**config.mk**
```make
export PLATFORM = sky130hd
export DESIGN_NAME = ppbp_cfg
export DESIGN_NICKNAME = d
export VERILOG_FILES = /design/src/path_perceptron_branch_predictor_defines.svh /design/src/ppbp_pkg.sv /design/src/ppbp_cfg.sv
export SDC_FILE = /design/constraint.sdc
export NUM_CORES = 1
export LEC_CHECK = 0
export ABC_AREA = 1
export BUFFER_PORTS_ARGS = -buffer_cell sky130_fd_sc_hd__buf_4
export CAP_MARGIN = 20
export CORE_MARGIN = 10
export CORE_UTILIZATION = 48
export DETAILED_ROUTE_END_ITERATION = 16
export PLACE_DENSITY = 0.78
export SYNTH_ARGS = -nofsm -noshare
export SYNTH_HDL_FRONTEND = slang
export SYNTH_SLANG_ARGS = --single-unit
```
**constraint.sdc**
```tcl
create_clock -name clk -period 1 [get_ports clk]
set_clock_uncertainty 0.15 [all_clocks]
set_input_delay 0.15 -clock clk [delete_from_list [all_inputs] [get_ports clk]]
set_output_delay 0.15 -clock clk [all_outputs]
set_load 0.02 [all_outputs]
```
**src/path_perceptron_branch_predictor_defines.svh**
```systemverilog
// assertion macros for the branch predictor
`ifndef PATH_PERCEPTRON_BRANCH_PREDICTOR_DEFINES_SVH
`define PATH_PERCEPTRON_BRANCH_PREDICTOR_DEFINES_SVH

`ifndef SYNTHESIS
`define PPBP_ASSERT_IMP(lbl, ante, cons, msg) \
	lbl: assert property (@(posedge clk) disable iff (!arst_n) (ante) |-> (cons)) \
		else $error(msg);
`define PPBP_ASSERT_NXT(lbl, ante, cons, msg) \
	lbl: assert property (@(posedge clk) disable iff (!arst_n) (ante) |=> (cons)) \
		else $error(msg);
`else
`define PPBP_ASSERT_IMP(lbl, ante, cons, msg)
`define PPBP_ASSERT_NXT(lbl, ante, cons, msg)
`endif

`endif

```
**src/ppbp_pkg.sv**
```systemverilog
package ppbp_pkg;

	localparam int TABLE_COUNT    = 16;
	localparam int HISTORY_LENGTH = 17;
	localparam int PATH_VALUES    = 16;
	localparam int WEIGHT_BITS    = 7;

	localparam int ADDR_W     = 4;
	localparam int SUM_W      = 12;
	localparam int THR_W      = 12;
	localparam int UPPER_W    = 6;
	localparam int LOWER_W    = 7;
	localparam int CFG_IDX_W  = 3;
	localparam int CFG_DATA_W = 12;

	localparam int TBL_W  = $clog2(TABLE_COUNT);
	localparam int PATH_W = $clog2(PATH_VALUES);
	localparam int ROWS   = TABLE_COUNT * PATH_VALUES;
	localparam int ROW_W  = $clog2(ROWS);

	// adder tree: bias plus one term per history position, groups of eight
	localparam int GRP     = 8;
	localparam int TERMS   = HISTORY_LENGTH + 1;
	localparam int NGRP    = (TERMS + GRP - 1) / GRP;
	localparam int TERM_W  = WEIGHT_BITS + 1;
	localparam int PART_W  = TERM_W + $clog2(GRP);
	localparam int ACC_RAW = PART_W + $clog2(NGRP) + 1;
	localparam int ACC_W   = (ACC_RAW > SUM_W + 1) ? ACC_RAW : SUM_W + 1;

	localparam int LIM_W = ((WEIGHT_BITS > LOWER_W) ? WEIGHT_BITS : LOWER_W) + 2;
	localparam int WMAX  = 2 ** (WEIGHT_BITS - 1) - 1;
	localparam int WMIN  = -(2 ** (WEIGHT_BITS - 1));

	localparam logic [CFG_IDX_W-1:0] CFG_THR_HIGH    = 3'd0;
	localparam logic [CFG_IDX_W-1:0] CFG_THR_LOW     = 3'd1;
	localparam logic [CFG_IDX_W-1:0] CFG_UPPER_LIMIT = 3'd2;
	localparam logic [CFG_IDX_W-1:0] CFG_LOWER_LIMIT = 3'd3;

	typedef logic signed [WEIGHT_BITS-1:0] weight_t;
	typedef logic signed [SUM_W-1:0] sum_t;

	typedef struct packed {
		logic signed [THR_W-1:0]   thr_hi;
		logic signed [THR_W-1:0]   thr_lo;
		logic [UPPER_W-1:0]        upper;
		logic signed [LOWER_W-1:0] lower;
	} cfg_t;

	typedef struct packed {
		logic             load;
		logic             part;
		logic             total;
		logic             update;
		logic             clear;
		logic [ROW_W-1:0] clr_row;
	} cmd_t;

	function automatic logic [TBL_W-1:0] tbl_of(input logic [ADDR_W-1:0] a);
		int r;
		r = int'(a);
		for (int k = 0; k < 8; k++) begin
			if (r >= TABLE_COUNT) begin
				r = r - TABLE_COUNT;
			end
		end
		return TBL_W'(r);
	endfunction

	function automatic logic [PATH_W-1:0] path_of(input logic [ADDR_W-1:0] a);
		int r;
		r = int'(a);
		for (int k = 0; k < 8; k++) begin
			if (r >= PATH_VALUES) begin
				r = r - PATH_VALUES;
			end
		end
		return PATH_W'(r);
	endfunction

	// step by one toward the outcome, saturating at the clamped limits
	function automatic weight_t nudge(input weight_t w, input logic up,
			input weight_t hi, input weight_t lo);
		logic signed [WEIGHT_BITS:0] wx;
		logic signed [WEIGHT_BITS:0] hx;
		logic signed [WEIGHT_BITS:0] lx;
		logic signed [WEIGHT_BITS:0] r;
		wx = (WEIGHT_BITS + 1)'(w);
		hx = (WEIGHT_BITS + 1)'(hi);
		lx = (WEIGHT_BITS + 1)'(lo);
		if (up) begin
			r = wx + (WEIGHT_BITS + 1)'(1);
			if (!(r < hx)) begin
				r = hx;
			end
		end else begin
			r = wx - (WEIGHT_BITS + 1)'(1);
			if (!(r > lx)) begin
				r = lx;
			end
		end
		return r[WEIGHT_BITS-1:0];
	endfunction

endpackage

```
**src/ppbp_cfg.sv**
```systemverilog
module ppbp_cfg (
	input  logic                            clk,
	input  logic                            arst_n,
	input  logic                            valid,
	output logic                            ready,
	input  logic [ppbp_pkg::CFG_IDX_W-1:0]  index,
	input  logic [ppbp_pkg::CFG_DATA_W-1:0] data,
	output ppbp_pkg::cfg_t                  regs
);
	import ppbp_pkg::*;

	cfg_t regs_q;

	assign ready = 1'b1;
	assign regs  = regs_q;

	always_ff @(posedge clk or negedge arst_n) begin
		if (!arst_n) begin
			regs_q.thr_hi <= THR_W'(47);
			regs_q.thr_lo <= THR_W'(-47);
			regs_q.upper  <= UPPER_W'(63);
			regs_q.lower  <= LOWER_W'(-64);
		end else if (valid) begin
			unique case (index)
				CFG_THR_HIGH:    regs_q.thr_hi <= data[THR_W-1:0];
				CFG_THR_LOW:     regs_q.thr_lo <= data[THR_W-1:0];
				CFG_UPPER_LIMIT: regs_q.upper  <= data[UPPER_W-1:0];
				CFG_LOWER_LIMIT: regs_q.lower  <= data[LOWER_W-1:0];
				default: ;
			endcase
		end
	end

endmodule

```
# Word level (Yosys, flattened, before mapping)
# Cells that the tools add are included.
word_totals:
  ff_bits: 37
  latchBits: 0
  mem_bits_rw: 0
  mem_bits_ro: 0
  input_bits: 18
  output_inout_bits: 38
  elab_cells: 12
  memories: 0
classes:
  add_sub_neg: 0
  multipliers: 0
  n_div: 0
  n_lt_le_gt_ge: 0
  n_eq_ne: 3
  shift: 0
  mux: 0
  n_bitwise: 0
  reduce_logical: 5
op_table:
  columns: ["operator", "n"]
  rows:
  - ["$reduce_and A2 Y1", 4]
  - ["$eq A3 B2 Y1 const B", 2]
  - ["$eq A3 B1 Y1 const B", 1]
  - ["$logic_not A3 Y1", 1]

# Logic depth before layout (Yosys ltp)
depth:
  word_depth: 2
  ltp_mapped: 6
  ltp_nobuf: 5

# Worst setup path before layout
# Ideal clock, no wire load.
synth_path:
  kind: "input port to flip-flop"
  from: "in index[0] (netlist bit)"
  to: "reg regs_q, in the netlist regs[31]"
  setup_ps: 117
  arrival_ps: 679
  t_required_ps: 733
  setup_slack_ps: 54
  stages: 5
  path_cell_list: "nor2_1 nand2_1 buf_2 nand2_1 nand2_1"
synth_between:
  elab_chain_len: 2
synth_lines:
  columns: ["element", "line", "source"]
  rows:
  - ["start, declared", "ppbp_cfg.sv:6", "input logic [ppbp_pkg::CFG_IDX_W-1:0] index,"]
  - ["$logic_not A3 Y1", "ppbp_cfg.sv:24", "unique case (index)"]
  - ["$reduce_and A2 Y1 (no line)", null, null]
  - ["end, declared", "ppbp_cfg.sv:12", "cfg_t regs_q;"]
# Every way passes these cells.
# A chain may end at the register's enable or synchronous reset.

# Worst setup path after layout
layout_path:
  from: "reg regs_q, in the netlist regs[19]"
  to: "out regs[19] (netlist bit)"
layout_lines:
  columns: ["element", "line", "source"]
  rows:
  - ["end, declared", "ppbp_cfg.sv:8", "output ppbp_pkg::cfg_t regs"]
# No word-level cell between the ends.

==> impl_metrics.env <==
export IMPL_status="finished with violations"
export IMPL_violations="setup timing"
export IMPL_setup_worst_path_class="register to output pin"
export IMPL_clock_latency_ns=0.34
export IMPL_netlist_instances=173
export IMPL_grt_max_degree=38
export IMPL_vias_per_cell=5.05
export IMPL_hold_class="input port to register"
export IMPL_start_kind="register"
export IMPL_setup_viol=41
export IMPL_worst_slack_ns=-0.323
export IMPL_place_congestion=0.857
export IMPL_ys_warnings_count=0
export IMPL_cts_root_buf="clkbuf_4"
export IMPL_path_cells="buf_6"
export IMPL_num_vias=1570
export IMPL_cts_max_level=2
export IMPL_die_w_um=76.5
export IMPL_cts_sinks=37
export IMPL_largest_reg_flops=37
export IMPL_powerDensity_nw_per_um2=1890
export IMPL_path_buf_inv=1
export IMPL_dr_pass1_iters=4
export IMPL_fin_total_pwr_mw=4.68
export IMPL_max_stage_delay_ns=0.56
export IMPL_ff_latch_area_sq_um=951
export IMPL_critPathTopFamily="flip-flops"
export IMPL_die_area_sq_um=5850
export IMPL_synth_seq_cells=37
export IMPL_slowest_stage="dfstp_2"
export IMPL_area_delta_synth_final_pct=61.8
export IMPL_reg2reg_depth=4
export IMPL_worst_pin_slew_ns=0.518
export IMPL_layout_nets=284
export IMPL_max_freq_mhz=756
export IMPL_yosys_area_top_type="dfstp_2"
export IMPL_synth_area_leaders="dfstp_2 34%, dfrtp_1 28%, nand2_1 21%, nand3_1 9.8%, buf_2 1.6%"
export IMPL_grtUsageTotal=0.161
export IMPL_clockBufferDepth=2
export IMPL_slew_headroom=0.653
export IMPL_core_area_sq_um=3050
export IMPL_antenna_found_initial=0
export IMPL_crit_path_max_fanout=2
export IMPL_drive_above_1_share=0.423
export IMPL_fin_crit_ns=1.32
export IMPL_utilization=0.812
export IMPL_grt_ovfl_total=0
export IMPL_dp_hpwl_um=3110
export IMPL_port_buffer_count=54
export IMPL_whs_path_depth=5
export IMPL_antenna_left=0
export IMPL_yosysSeqAreaShare=0.620
export IMPL_finalNonFillerCells=311
export IMPL_min_from="index[2]"
export IMPL_peakVddDrop_mv=1.34
export IMPL_yosysUniqueCellTypes=12
export IMPL_multi_input_area_sq_um=519
export IMPL_die_h_um=76.5
export IMPL_first_iter_violations=126
export IMPL_routedWlPerCell_um=15.9
export IMPL_leakagePower_nw=1.31
export IMPL_io_pins=56
export IMPL_critPathCaptureType="output pin"
export IMPL_rrSetupSlack_ns=-0.09
export IMPL_grt_pass1_wl_um=7650
export IMPL_slew_viol_final=0
export IMPL_row_count=20
export IMPL_synth_area_sq_um=1530
export IMPL_avgSynthCellArea_sq_um=8.86
export IMPL_syn_nets=191
export IMPL_final_hold_viol_count=0
export IMPL_n_fill_cell=189
export IMPL_fin_crit_sh=1.32
export IMPL_path_clk_slew_ns=0.10
export IMPL_first_global_vias=1567
export IMPL_r2r_start="regs[17]$_DFFE_PN1P_"
export IMPL_cts_tree="done"
export IMPL_reg2reg_to="regs[17]$_DFFE_PN1P_"
export IMPL_route_detailed_drc=0
export IMPL_yosysTopAreaCellShare=0.343
export IMPL_rsz0062_at_grt="yes"
export IMPL_fin_setup_tns_ns=-9.53
export IMPL_antennaDiodeCount=0
export IMPL_dp_cells=270
export IMPL_cp_arrival_ns=1.02
export IMPL_cts_made_buffers=5
export IMPL_drt_total_wl_um=4940
export IMPL_hold_end="regs[11]$_DFFE_PN1P_"
export IMPL_start_util=0.502
export IMPL_required_ns=0.70
export IMPL_maxCapViolCount=0
## metrics by stage
stage,setup WS [ns],hold slack (ns),area [sq um]
after floorplan,0.0539,-0.296,1530
after global placement,-0.132,-0.0231,1990
after detailed placement,-0.181,-0.0232,1990
after CTS,-0.326,0.0466,2400
after global routing,-0.354,0.0943,2480
final,-0.323,0.0525,2480
## layout make-up
cell class,count,share of cell area
Clock buffer,8,0.0237
Inverter,5,0.00757
Multi-Input combinational cell,123,0.209
Sequential cell,37,0.383
Tap cell,44,0.0222
Timing Repair Buffer,94,0.354
## cells in the mapped netlist, drive strengths merged
cell type	number
nor2	5
conb	1
dfrtp	17
buf	8
inv	5
nand3	30
dfstp	20
nand2	87
## per-layer routing
layer	up-vias	wire [um]	global-route usage
li1	728	-	-
met1	747	1700	0.166
met2	68	2730	0.301
met3	27	284	0.0307
met4	0	218	0.0836
met5	-	0	0
## worst max-delay path by stage
stage	from	endpoint	cells past startpoint	slack (ns)
floorplan	index[0]	regs[31]$_DFFE_PN0P_	5	0.05
global route	regs[27]$_DFFE_PN1P_	regs[27]	1	-0.35
CTS	regs[22]$_DFFE_PN1P_	regs[22]	1	-0.33
detailed placement	index[2]	regs[16]$_DFFE_PN0P_	5	-0.18
global placement	index[2]	regs[14]$_DFFE_PN0P_	5	-0.13
finish	regs[19]$_DFFE_PN1P_	regs[19]	1	-0.32
## repair_timing
action / 4_1_cts / 5_1_grt
pin swaps: 0 / 1
buffers inserted: 10 / 10
hold endpoints to repair: 74 / 0
setup endpoints to repair: 37 / 41
hold buffers: 13 / 0
gates resized for setup: 37 / 3
## where the power goes
group          leakage (nW)  switching [mW]  internal, mW
clock                0.0326           0.457         0.347
combinational         0.855           0.860         0.913
sequential            0.423           0.216          1.89
total                  1.31            1.53          3.15
## logic make-up (layout without fill, tap and decap cells)
group	after synthesis	count (layout)	share of synthesized area
other cells	1	1	0.00245
flops	37	37	0.620
buf+inv	13	107	0.0457
simple gates	122	122	0.331
## placed cells by master, fill, tap and decap left out, types with 2 or more instances in the layout
cell	synthesis	final
dfstp_2	20	20
dfrtp_1	17	17
nor2_1	2	2
buf_4	2	44
nand2_2	0	3
nand2_1	87	84
dlygate4sd3_1	0	13
inv_1	5	5
clkbuf_4	0	5
buf_6	1	37
nor2_2	2	2
clkbuf_1	0	2
nand3_1	30	30
No activity file was read; power rests on OpenSTA's default activity.
