--- src/path_perceptron_branch_predictor_defines.svh ---
// assertion macros for the branch predictor
`ifndef PATH_PERCEPTRON_BRANCH_PREDICTOR_DEFINES_SVH
`define PATH_PERCEPTRON_BRANCH_PREDICTOR_DEFINES_SVH

`ifndef SYNTHESIS
`define PPBP_ASSERT_IMP(lbl, ante, cons, msg) \
	lbl: assert property (@(posedge clk) disable iff (!arst_n) (ante) |-> (cons)) \
		else $error(msg);
`define PPBP_ASSERT_NXT(lbl, ante, cons, msg) \
	lbl: assert property (@(posedge clk) disable iff (!arst_n) (ante) |=> (cons)) \
		else $error(msg);
`else
`define PPBP_ASSERT_IMP(lbl, ante, cons, msg)
`define PPBP_ASSERT_NXT(lbl, ante, cons, msg)
`endif

`endif

--- src/ppbp_pkg.sv ---
package ppbp_pkg;

	localparam int TABLE_COUNT    = 16;
	localparam int HISTORY_LENGTH = 17;
	localparam int PATH_VALUES    = 16;
	localparam int WEIGHT_BITS    = 7;

	localparam int ADDR_W     = 4;
	localparam int SUM_W      = 12;
	localparam int THR_W      = 12;
	localparam int UPPER_W    = 6;
	localparam int LOWER_W    = 7;
	localparam int CFG_IDX_W  = 3;
	localparam int CFG_DATA_W = 12;

	localparam int TBL_W  = $clog2(TABLE_COUNT);
	localparam int PATH_W = $clog2(PATH_VALUES);
	localparam int ROWS   = TABLE_COUNT * PATH_VALUES;
	localparam int ROW_W  = $clog2(ROWS);

	// adder tree: bias plus one term per history position, groups of eight
	localparam int GRP     = 8;
	localparam int TERMS   = HISTORY_LENGTH + 1;
	localparam int NGRP    = (TERMS + GRP - 1) / GRP;
	localparam int TERM_W  = WEIGHT_BITS + 1;
	localparam int PART_W  = TERM_W + $clog2(GRP);
	localparam int ACC_RAW = PART_W + $clog2(NGRP) + 1;
	localparam int ACC_W   = (ACC_RAW > SUM_W + 1) ? ACC_RAW : SUM_W + 1;

	localparam int LIM_W = ((WEIGHT_BITS > LOWER_W) ? WEIGHT_BITS : LOWER_W) + 2;
	localparam int WMAX  = 2 ** (WEIGHT_BITS - 1) - 1;
	localparam int WMIN  = -(2 ** (WEIGHT_BITS - 1));

	localparam logic [CFG_IDX_W-1:0] CFG_THR_HIGH    = 3'd0;
	localparam logic [CFG_IDX_W-1:0] CFG_THR_LOW     = 3'd1;
	localparam logic [CFG_IDX_W-1:0] CFG_UPPER_LIMIT = 3'd2;
	localparam logic [CFG_IDX_W-1:0] CFG_LOWER_LIMIT = 3'd3;

	typedef logic signed [WEIGHT_BITS-1:0] weight_t;
	typedef logic signed [SUM_W-1:0] sum_t;

	typedef struct packed {
		logic signed [THR_W-1:0]   thr_hi;
		logic signed [THR_W-1:0]   thr_lo;
		logic [UPPER_W-1:0]        upper;
		logic signed [LOWER_W-1:0] lower;
	} cfg_t;

	typedef struct packed {
		logic             load;
		logic             part;
		logic             total;
		logic             update;
		logic             clear;
		logic [ROW_W-1:0] clr_row;
	} cmd_t;

	function automatic logic [TBL_W-1:0] tbl_of(input logic [ADDR_W-1:0] a);
		int r;
		r = int'(a);
		for (int k = 0; k < 8; k++) begin
			if (r >= TABLE_COUNT) begin
				r = r - TABLE_COUNT;
			end
		end
		return TBL_W'(r);
	endfunction

	function automatic logic [PATH_W-1:0] path_of(input logic [ADDR_W-1:0] a);
		int r;
		r = int'(a);
		for (int k = 0; k < 8; k++) begin
			if (r >= PATH_VALUES) begin
				r = r - PATH_VALUES;
			end
		end
		return PATH_W'(r);
	endfunction

	// step by one toward the outcome, saturating at the clamped limits
	function automatic weight_t nudge(input weight_t w, input logic up,
			input weight_t hi, input weight_t lo);
		logic signed [WEIGHT_BITS:0] wx;
		logic signed [WEIGHT_BITS:0] hx;
		logic signed [WEIGHT_BITS:0] lx;
		logic signed [WEIGHT_BITS:0] r;
		wx = (WEIGHT_BITS + 1)'(w);
		hx = (WEIGHT_BITS + 1)'(hi);
		lx = (WEIGHT_BITS + 1)'(lo);
		if (up) begin
			r = wx + (WEIGHT_BITS + 1)'(1);
			if (!(r < hx)) begin
				r = hx;
			end
		end else begin
			r = wx - (WEIGHT_BITS + 1)'(1);
			if (!(r > lx)) begin
				r = lx;
			end
		end
		return r[WEIGHT_BITS-1:0];
	endfunction

endpackage

--- src/ppbp_ctrl.sv ---
module ppbp_ctrl (
	input  logic           clk,
	input  logic           arst_n,
	input  logic           branch_valid,
	output logic           branch_ready,
	output logic           result_valid,
	input  logic           result_ready,
	output ppbp_pkg::cmd_t cmd
);
	import ppbp_pkg::*;

	localparam logic [2:0] ST_CLEAR = 3'd0;
	localparam logic [2:0] ST_IDLE  = 3'd1;
	localparam logic [2:0] ST_ACC   = 3'd2;
	localparam logic [2:0] ST_SUM   = 3'd3;
	localparam logic [2:0] ST_UPD   = 3'd4;

	logic [2:0]       state_q;
	logic [2:0]       state_d;
	logic [ROW_W-1:0] clr_q;
	logic             out_valid_q;
	logic             upd_go;

	assign upd_go       = (state_q == ST_UPD) && (!out_valid_q || result_ready);
	assign branch_ready = (state_q == ST_IDLE);
	assign result_valid = out_valid_q;

	always_comb begin
		cmd.load    = (state_q == ST_IDLE) && branch_valid;
		cmd.part    = (state_q == ST_ACC);
		cmd.total   = (state_q == ST_SUM);
		cmd.update  = upd_go;
		cmd.clear   = (state_q == ST_CLEAR);
		cmd.clr_row = clr_q;
	end

	always_comb begin
		state_d = state_q;
		unique case (state_q)
			ST_CLEAR: begin
				if (clr_q == ROW_W'(ROWS - 1)) state_d = ST_IDLE;
			end
			ST_IDLE: begin
				if (branch_valid) state_d = ST_ACC;
			end
			ST_ACC:  state_d = ST_SUM;
			ST_SUM:  state_d = ST_UPD;
			ST_UPD: begin
				if (upd_go) state_d = ST_IDLE;
			end
			default: state_d = ST_IDLE;
		endcase
	end

	always_ff @(posedge clk or negedge arst_n) begin
		if (!arst_n) begin
			state_q     <= ST_CLEAR;
			clr_q       <= '0;
			out_valid_q <= 1'b0;
		end else begin
			state_q <= state_d;
			if (state_q == ST_CLEAR) clr_q <= clr_q + ROW_W'(1);
			if (upd_go) begin
				out_valid_q <= 1'b1;
			end else if (result_ready) begin
				out_valid_q <= 1'b0;
			end
		end
	end

endmodule

--- config.mk ---
export PLATFORM = sky130hd
export DESIGN_NAME = ppbp_ctrl
export DESIGN_NICKNAME = d
export VERILOG_FILES = /design/src/path_perceptron_branch_predictor_defines.svh /design/src/ppbp_pkg.sv /design/src/ppbp_ctrl.sv
export SDC_FILE = /design/constraint.sdc
export NUM_CORES = 1
export LEC_CHECK = 0
export BUFFER_PORTS_ARGS = -buffer_cell sky130_fd_sc_hd__buf_2
export CAP_MARGIN = 20
export CELL_PAD_IN_SITES_DETAIL_PLACEMENT = 1
export CELL_PAD_IN_SITES_GLOBAL_PLACEMENT = 2
export CORE_MARGIN = 1.5
export CORE_UTILIZATION = 29
export DETAILED_ROUTE_END_ITERATION = 16
export HOLD_SLACK_MARGIN = 0.03
export PLACE_DENSITY = 0.78
export SLEW_MARGIN = 20
export SYNTH_ARGS = -nofsm -noshare
export SYNTH_HDL_FRONTEND = slang
export SYNTH_SLANG_ARGS = --single-unit
--- constraint.sdc ---
create_clock -name clk -period 1.5 [get_ports clk]
set_input_delay 0.225 -clock clk [delete_from_list [all_inputs] [get_ports clk]]
set_output_delay 0.225 -clock clk [all_outputs]
set_load 0.005 [all_outputs]
---- Word level (Yosys, flattened, before mapping) ----
Cells that the tools add are included.
storage, ports and cells
  register bits ........................... 12
  latch bits .............................. 0
  bits in writable memories ............... 0
  ROM bits ................................ 0
  input port bits ......................... 4
  word-level logic and storage cells ...... 25
  memories ................................ 0
operators by class
  add/sub/neg operators ................... 1
  multiply operators ...................... 0
  divide/modulo/power cells ............... 0
  magnitude comparators ................... 0
  eq/ne operators ......................... 8
  shift-type cells ........................ 0
  muxes and demuxes ....................... 6
  bitwise logic cells ..................... 0
  reduce and logical (&&, ||, !) cells .... 7
operator list
  kind                                                                    number
  3-bit one-hot mux with 5 select lines                                   1
  3-bit 2-to-1 mux                                                        3
  8-bit by 1-bit adder with 8-bit output (second input constant)          1
  8-bit equality test (second input constant)                             1
  3-bit by 2-bit equality test with 1-bit output (second input constant)  2
  2-bit != test (second input constant)                                   2
  3-bit by 1-bit equality test with 1-bit output (second input constant)  1
  3-bit equality test (second input constant)                             1
  3-bit zero test                                                         1
  3-bit AND reduction                                                     1
  1-bit logical AND                                                       2
  1-bit 2-to-1 mux                                                        2
  2-bit by 1-bit != test with 1-bit output (second input constant)        1
  2-bit nonzero test                                                      1
  1-bit zero test                                                         1
  1-bit logical OR                                                        1

---- Depth between registers and ports, before layout ----
Gate-level depths: netlist (run 1).
  word-level depth ........................ 5
  gate-level depth with buffers ........... 4

---- Worst setup path before layout (run 1) ----
Ideal clock, no wire load.
  path type ............................... reg2reg
  start ................................... reg state_q[0]
  end ..................................... reg clr_q[7]
  setup time .............................. 0.075 ns
  arrival ................................. 1.242 ns
  required time ........................... 1.425 ns
  slack ................................... 0.182 ns
  stages on the path, launching flop included .. 5
  clock period less this slack ............ 1.318 ns
  cell sequence ........................... dfrtp_1 -> or3_4 -> inv_6 -> and4_4 -> xor2_2
RTL lines
  what                      line             text
  start: declaration        ppbp_ctrl.sv:18  logic [2:0] state_q;
  start signal: assignment  ppbp_ctrl.sv:61  state_q <= state_d;
  end signal: assignment    ppbp_ctrl.sv:62  if (state_q == ST_CLEAR) clr_q <= clr_q + ROW_W'(1);
  end: declaration          ppbp_ctrl.sv:20  logic [ROW_W-1:0] clr_q;

==> results.cfg, run 1 <==
[pwr]
vdd_ir_drop_max_v = 0.0007828
p_leak_uw = 0.0004290
p_sw_frac = 0.3597
p_comb_frac = 0.509
power.switching_uw = 620.3
p_clk_frac = 0.147
p_seq_frac = 0.343
intPower_uw = 1104
power.density_nw_per_um2 = 2033

[layout]
drive_above_1_share = 0.5060
final_area_um2 = 848.3
n_fill_cell = 241
antennaDiodeCount = 0
mostFrequentLayoutCells = buf_2, dfrtp_1, nand2_1, buf_4, xnor2_1
mostFrequentLayoutCell = buf_2
nets = 89
synthToLayoutAreaGrowth_pct = 44.26
fin_cells = 110

[flow_run]
cap_viol_max_count = 0

[worst_setup_path]
arrival_ps = 1310
crit_chain = or3b_4, nor2b_1, buf_2
critPathLaunchType = flop
cpMaxStageDelayCell = dfrtp_2
path_max_fanout = 4
crit-reg2reg-launch = state_q[2]
r2r-end = clr_q[7]
cp-end-kind = output pin
r2r_slack_ps = 70
crit_buf_inv = 1
r2r_cells = 5
critPathTopFamily = simple AND/OR/NAND/NOR gates
slowest_delay_ps = 430
cp_data_required_time_ps = 1270
worstSetupPathType = reg2out

[die]
die_x_um = 48.03
initial_core_util = 0.3028
coreArea_um2 = 1942
dieArea_um2 = 2307
rows = 16
die_h_um = 48.03
io_pins = 19

[hold_path]
hold_depth = 2
hold_start = branch_valid
hold_end = state_q[0]
hp-class = in2reg

[timing]
rsz0062_at_grt = true
max_slew_margin = 0.8170
final_hold_viol_count = 0
worstMarginPinSlew_ps = 274.5
setup_ws_ps = -37.68
fmax_ghz = 0.6503
finalCriticalPeriod_ps = 1538
hold_slack_ps = 166.1
slew_violations = 0
setup_violations = 2
fin_crit_sh = 1.025
skew_ps = 1.622

[placed_design]
dp_cells = 96
dpl-instance-area_um2 = 704.4
dp_hpwl_um = 936.5
place.gp.congestion = 0.6943
io_buffers = 18

[global_route]
grt_max_degree = 13
grt_pass1_wl_um = 2035
grt.total_usage = 0.1324
first_global_vias = 477
antenna_found_initial = 0
grt_overflow = 0

[logic_synthesis]
synth_area_um2 = 588.1
synth_area_per_cell_um2 = 11.31
seq_area_frac_synth = 0.5106
synth_top_family_by_area = simple AND/OR/NAND/NOR gates
synth_xor_area_frac = 0.1170
synth_compound_area_frac = 0.05319
synthSimpleGateAreaFrac = 0.2574
synth_nets = 57
syn_inst = 52
synth_warnings = 0
synth_cell_types = 24
muxShareOfSynthArea = 0
synth_seq_cells = 12
synth_fa_ha_area_frac = 0.02128

[cts]
cts_tree = built
cts_inserted_buffers = 3
clk_pin_slew_ps = 70
clk_latency_ps = 270
htree_levels = 1
clock_sinks = 12
cts_buffer_depth = 2
clockRootBuffer = clkbuf_4

[detailed_routing]
wire_per_inst_um = 12.58
drt_pass1_iterations = 2
vias = 499
drt-total-wl_um = 1384
antenna_left = 0
drcViolationCount = 0
drtIter0Drc = 8
via_per_inst = 4.536

[outcome]
status = complete, but fails checks
violations = setup timing
## power groups by stage
stage	registers [uW]	logic [uW]	clock network, uW
after floorplan	588	392	0
after global placement	601	617	0
after detailed placement	608	618	0
after CTS	593	793	273
after global routing	617	961	281
final	592	879	254
## cell type report
cell class                      instances  area (um^2)  share of cell area
Clock buffer                            4        36.28             0.04277
Inverter                                3        16.27             0.01917
Multi-Input combinational cell         36        277.8              0.3274
Sequential cell                        12        302.8              0.3569
Tap cell                               27        33.78             0.03982
Timing Repair Buffer                   28        181.4              0.2139
## sequential cells by signal, summed over array words and instances, names as in the netlist
name,flops
clr_q,8
result_valid,1
state_q,3
## logic make-up (layout without fill, tap and decap cells)
kind of cell	after synthesis	count (layout)
adders and majority gates	1	1
xor gates and xnor gates	7	7
buffers and inverters	4	35
and+or+nand+nor	23	23
AOI/OAI and AO/OA	5	5
DFF	12	12
## worst register-to-register path: stages, from the launching register on
cell      delay (ps)
dfrtp_2          440
or3_4            420
clkinv_4          60
buf_6            110
and4_4           220
xor2_2           120
## cell usage after synthesis
cell type | number | share of area
nor3b_2 | 1 | 0.021
and3_1 | 1 | 0.011
a31oi_1 | 1 | 0.011
o22ai_1 | 2 | 0.021
nand4_1 | 3 | 0.032
nor2b_1 | 1 | 0.011
ha_1 | 1 | 0.021
buf_4 | 1 | 0.013
nor3b_1 | 2 | 0.026
inv_6 | 1 | 0.015
or3b_1 | 1 | 0.015
xnor2_1 | 6 | 0.089
a21oi_1 | 1 | 0.0085
nand2_1 | 7 | 0.045
xor2_2 | 1 | 0.028
inv_1 | 2 | 0.013
o21bai_1 | 1 | 0.013
and2_1 | 1 | 0.011
nand2b_1 | 1 | 0.011
nand3b_1 | 1 | 0.013
and4_4 | 1 | 0.019
and3_2 | 2 | 0.026
dfrtp_1 | 12 | 0.51
or3_4 | 1 | 0.019
## how the worst max path moves through the flow
stage | startpoint | endpoint | slack [ps] | cells after the start
2_1_floorplan | state_q[0] | clr_q[7] | 180 | 4
3_3_place_gp | state_q[1] | clr_q[7] | 150 | 4
3_5_place_dp | state_q[0] | clr_q[7] | 110 | 4
4_1_cts | state_q[0] | cmd[9] | -60 | 3
5_1_grt | state_q[2] | cmd[12] | -100 | 4
6_report | state_q[0] | cmd[9] | -40 | 3
## stage by stage
stage / setup slack (ps) / TNS (ps) / power [uW] / utilization
CTS: -59.06 / -138.0 / 1659 / 0.4214
detailed placement: 114.2 / 0 / 1226 / 0.3628
finish: -37.68 / -60.75 / 1724 / 0.4369
floorplan: 182.2 / 0 / 980.0 / -
global placement: 151.9 / 0 / 1218 / 0.3628
global route: -103.4 / -270.4 / 1860 / 0.4369
## layer usage
metal	track usage	routed length, um	share of wire	vias to the layer above
met2	0.2053	690	0.50	15
met4	0.08108	6	0.0043	0
li1	-	-	-	241
met5	0	0	0	-
met3	0.02642	66	0.048	2
met1	0.1686	621	0.45	241
## timing repair
| action | 4_1_cts | 5_1_grt |
|---|---|---|
| hold buffers | 1 | 0 |
| gates resized for setup | 4 | 5 |
| pin swaps | 2 | 3 |
| hold endpoints to repair | 12 | 0 |
| buffers inserted | 7 | 2 |
| setup endpoints to repair | 2 | 6 |
(Power assumes the default switching activity.)
==> run 2: changes to the inputs <==
--- a/config.mk
+++ b/config.mk
@@ -9,6 +9,7 @@
 export CAP_MARGIN = 20
 export CELL_PAD_IN_SITES_DETAIL_PLACEMENT = 1
 export CELL_PAD_IN_SITES_GLOBAL_PLACEMENT = 2
+export CORE_ASPECT_RATIO = 1.5
 export CORE_MARGIN = 1.5
 export CORE_UTILIZATION = 29
 export DETAILED_ROUTE_END_ITERATION = 16
==> results.cfg, run 2 (same netlist as run 1, synthesis figures left out) <==
[worst_setup_path]
arrival_ps = 1310
worstSetupPathType = reg2out
path_max_fanout = 4
critPathLaunchType = flop
r2r_slack_ps = 60
cp-end-kind = output pin
cp_data_required_time_ps = 1270

[detailed_routing]
drcViolationCount = 0
antenna_left = 0
drt_pass1_iterations = 3
wire_per_inst_um = 13.17
vias = 508
via_per_inst = 4.932
drt-total-wl_um = 1357
drtIter0Drc = 17

[timing]
fmax_ghz = 0.6519
max_slew_margin = 0.8127
rsz0062_at_grt = true
final_hold_viol_count = 0
fin_crit_sh = 1.023
slew_violations = 0
setup_violations = 3
finalCriticalPeriod_ps = 1534
worstMarginPinSlew_ps = 281.0
setup_ws_ps = -33.89
skew_ps = 5.832

[layout]
nets = 88
synthToLayoutAreaGrowth_pct = 41.49
drive_above_1_share = 0.4878
antennaDiodeCount = 0
largest_reg_flops = 8
mostFrequentLayoutCell = buf_2
mostFrequentLayoutCells = buf_2, dfrtp_1, nand2_1
regMostFlops = clr_q
final_area_um2 = 832.0

[placed_design]
dp_hpwl_um = 980.1
dpl_worst_slack_ps = 127.2
io_buffers = 18
dpl-instance-area_um2 = 704.4
place.gp.congestion = 0.6291

[die]
coreArea_um2 = 1878
io_pins = 19
initial_core_util = 0.3131
dieArea_um2 = 2312
die_x_um = 39.77
rows = 19
die_h_um = 58.15

[global_route]
grt_max_degree = 13
grt.total_usage = 0.1431
first_global_vias = 536
grt_pass1_wl_um = 2352
grt_overflow = 0
antenna_found_initial = 0

[outcome]
status = complete, but fails checks
violations = setup timing

[cts]
cts_buffer_depth = 2
clk_latency_ps = 270
htree_levels = 1
clk_pin_slew_ps = 80
cts_inserted_buffers = 3
clockRootBuffer = clkbuf_4
clock_sinks = 12
cts_tree = built

[hold_path]
hp-class = in2reg

[pwr]
power.density_nw_per_um2 = 2030
vdd_ir_drop_max_v = 0.0008880
p_leak_uw = 0.0004245

[flow_run]
cap_viol_max_count = 0
## run 2: cell count changes in the layout (fill, tap and decap cells not counted)
cell,before,now
dfrtp_1,10,11
dfrtp_2,2,1
buf_4,7,6
## run 2: area by class of cell
cell class	count	area [um^2]
repair buffers	27	173.9
multi-input cells	36	277.8
well taps	21	26.28
flip-flops and latches	12	301.5
inverters	3	16.27
fillers	214	1046
clock buffers	4	36.28
## run 2: report_power, final
group | internal (uW) | switching [uW]
sequential | 452 | 141
combinational | 490 | 355
clock | 147 | 104
total | 1090 | 600
## run 2: stage by stage
step                      hold slack (ps)  TNS, ps  cells  total power (uW)  utilization
final                               177.1   -44.78    103              1689       0.4430
after global placement              117.1        0     91              1231       0.3751
after global routing                198.4   -244.7    103              1816       0.4430
after floorplan                    -70.59        0     52             980.0            -
after detailed placement            118.2        0     91              1234       0.3751
after CTS                           174.0   -122.9    101              1638       0.4304
## run 2: critical path: stages, from the launching register on
cell and delay (ps):
dfrtp_1 410, or3b_4 410, nor2b_1 110, buf_2 110
## run 2: routing by layer
layer  GRT usage  up-vias  share of wire
met4     0.04433        0         0.0074
met1      0.1571      252           0.40
met5           0        -              0
met2      0.2623       15           0.55
met3     0.02299        2          0.038
li1            -      239              -
## run 2: what timing repair did
| item | 4_1_cts | 5_1_grt |
|---|---|---|
| pin swaps | 3 | 3 |
| gates cloned | 0 | 0 |
| setup buffers | 5 | 2 |
| hold endpoints to repair | 12 | 0 |
| setup endpoints to repair | 3 | 4 |
| gates resized for setup | 5 | 3 |
| hold buffers | 1 | 0 |
## run 2: worst paths after layout
kind                               from    endpoint  cells after the start
max in group asynchronous        arst_n  state_q[1]                      2
min                        branch_valid  state_q[0]                      2
min reg2reg                  state_q[2]  state_q[1]                      1
max reg2reg                  state_q[1]    clr_q[7]                      5
min in group asynchronous        arst_n    clr_q[4]                      2
max                          state_q[0]      cmd[9]                      3
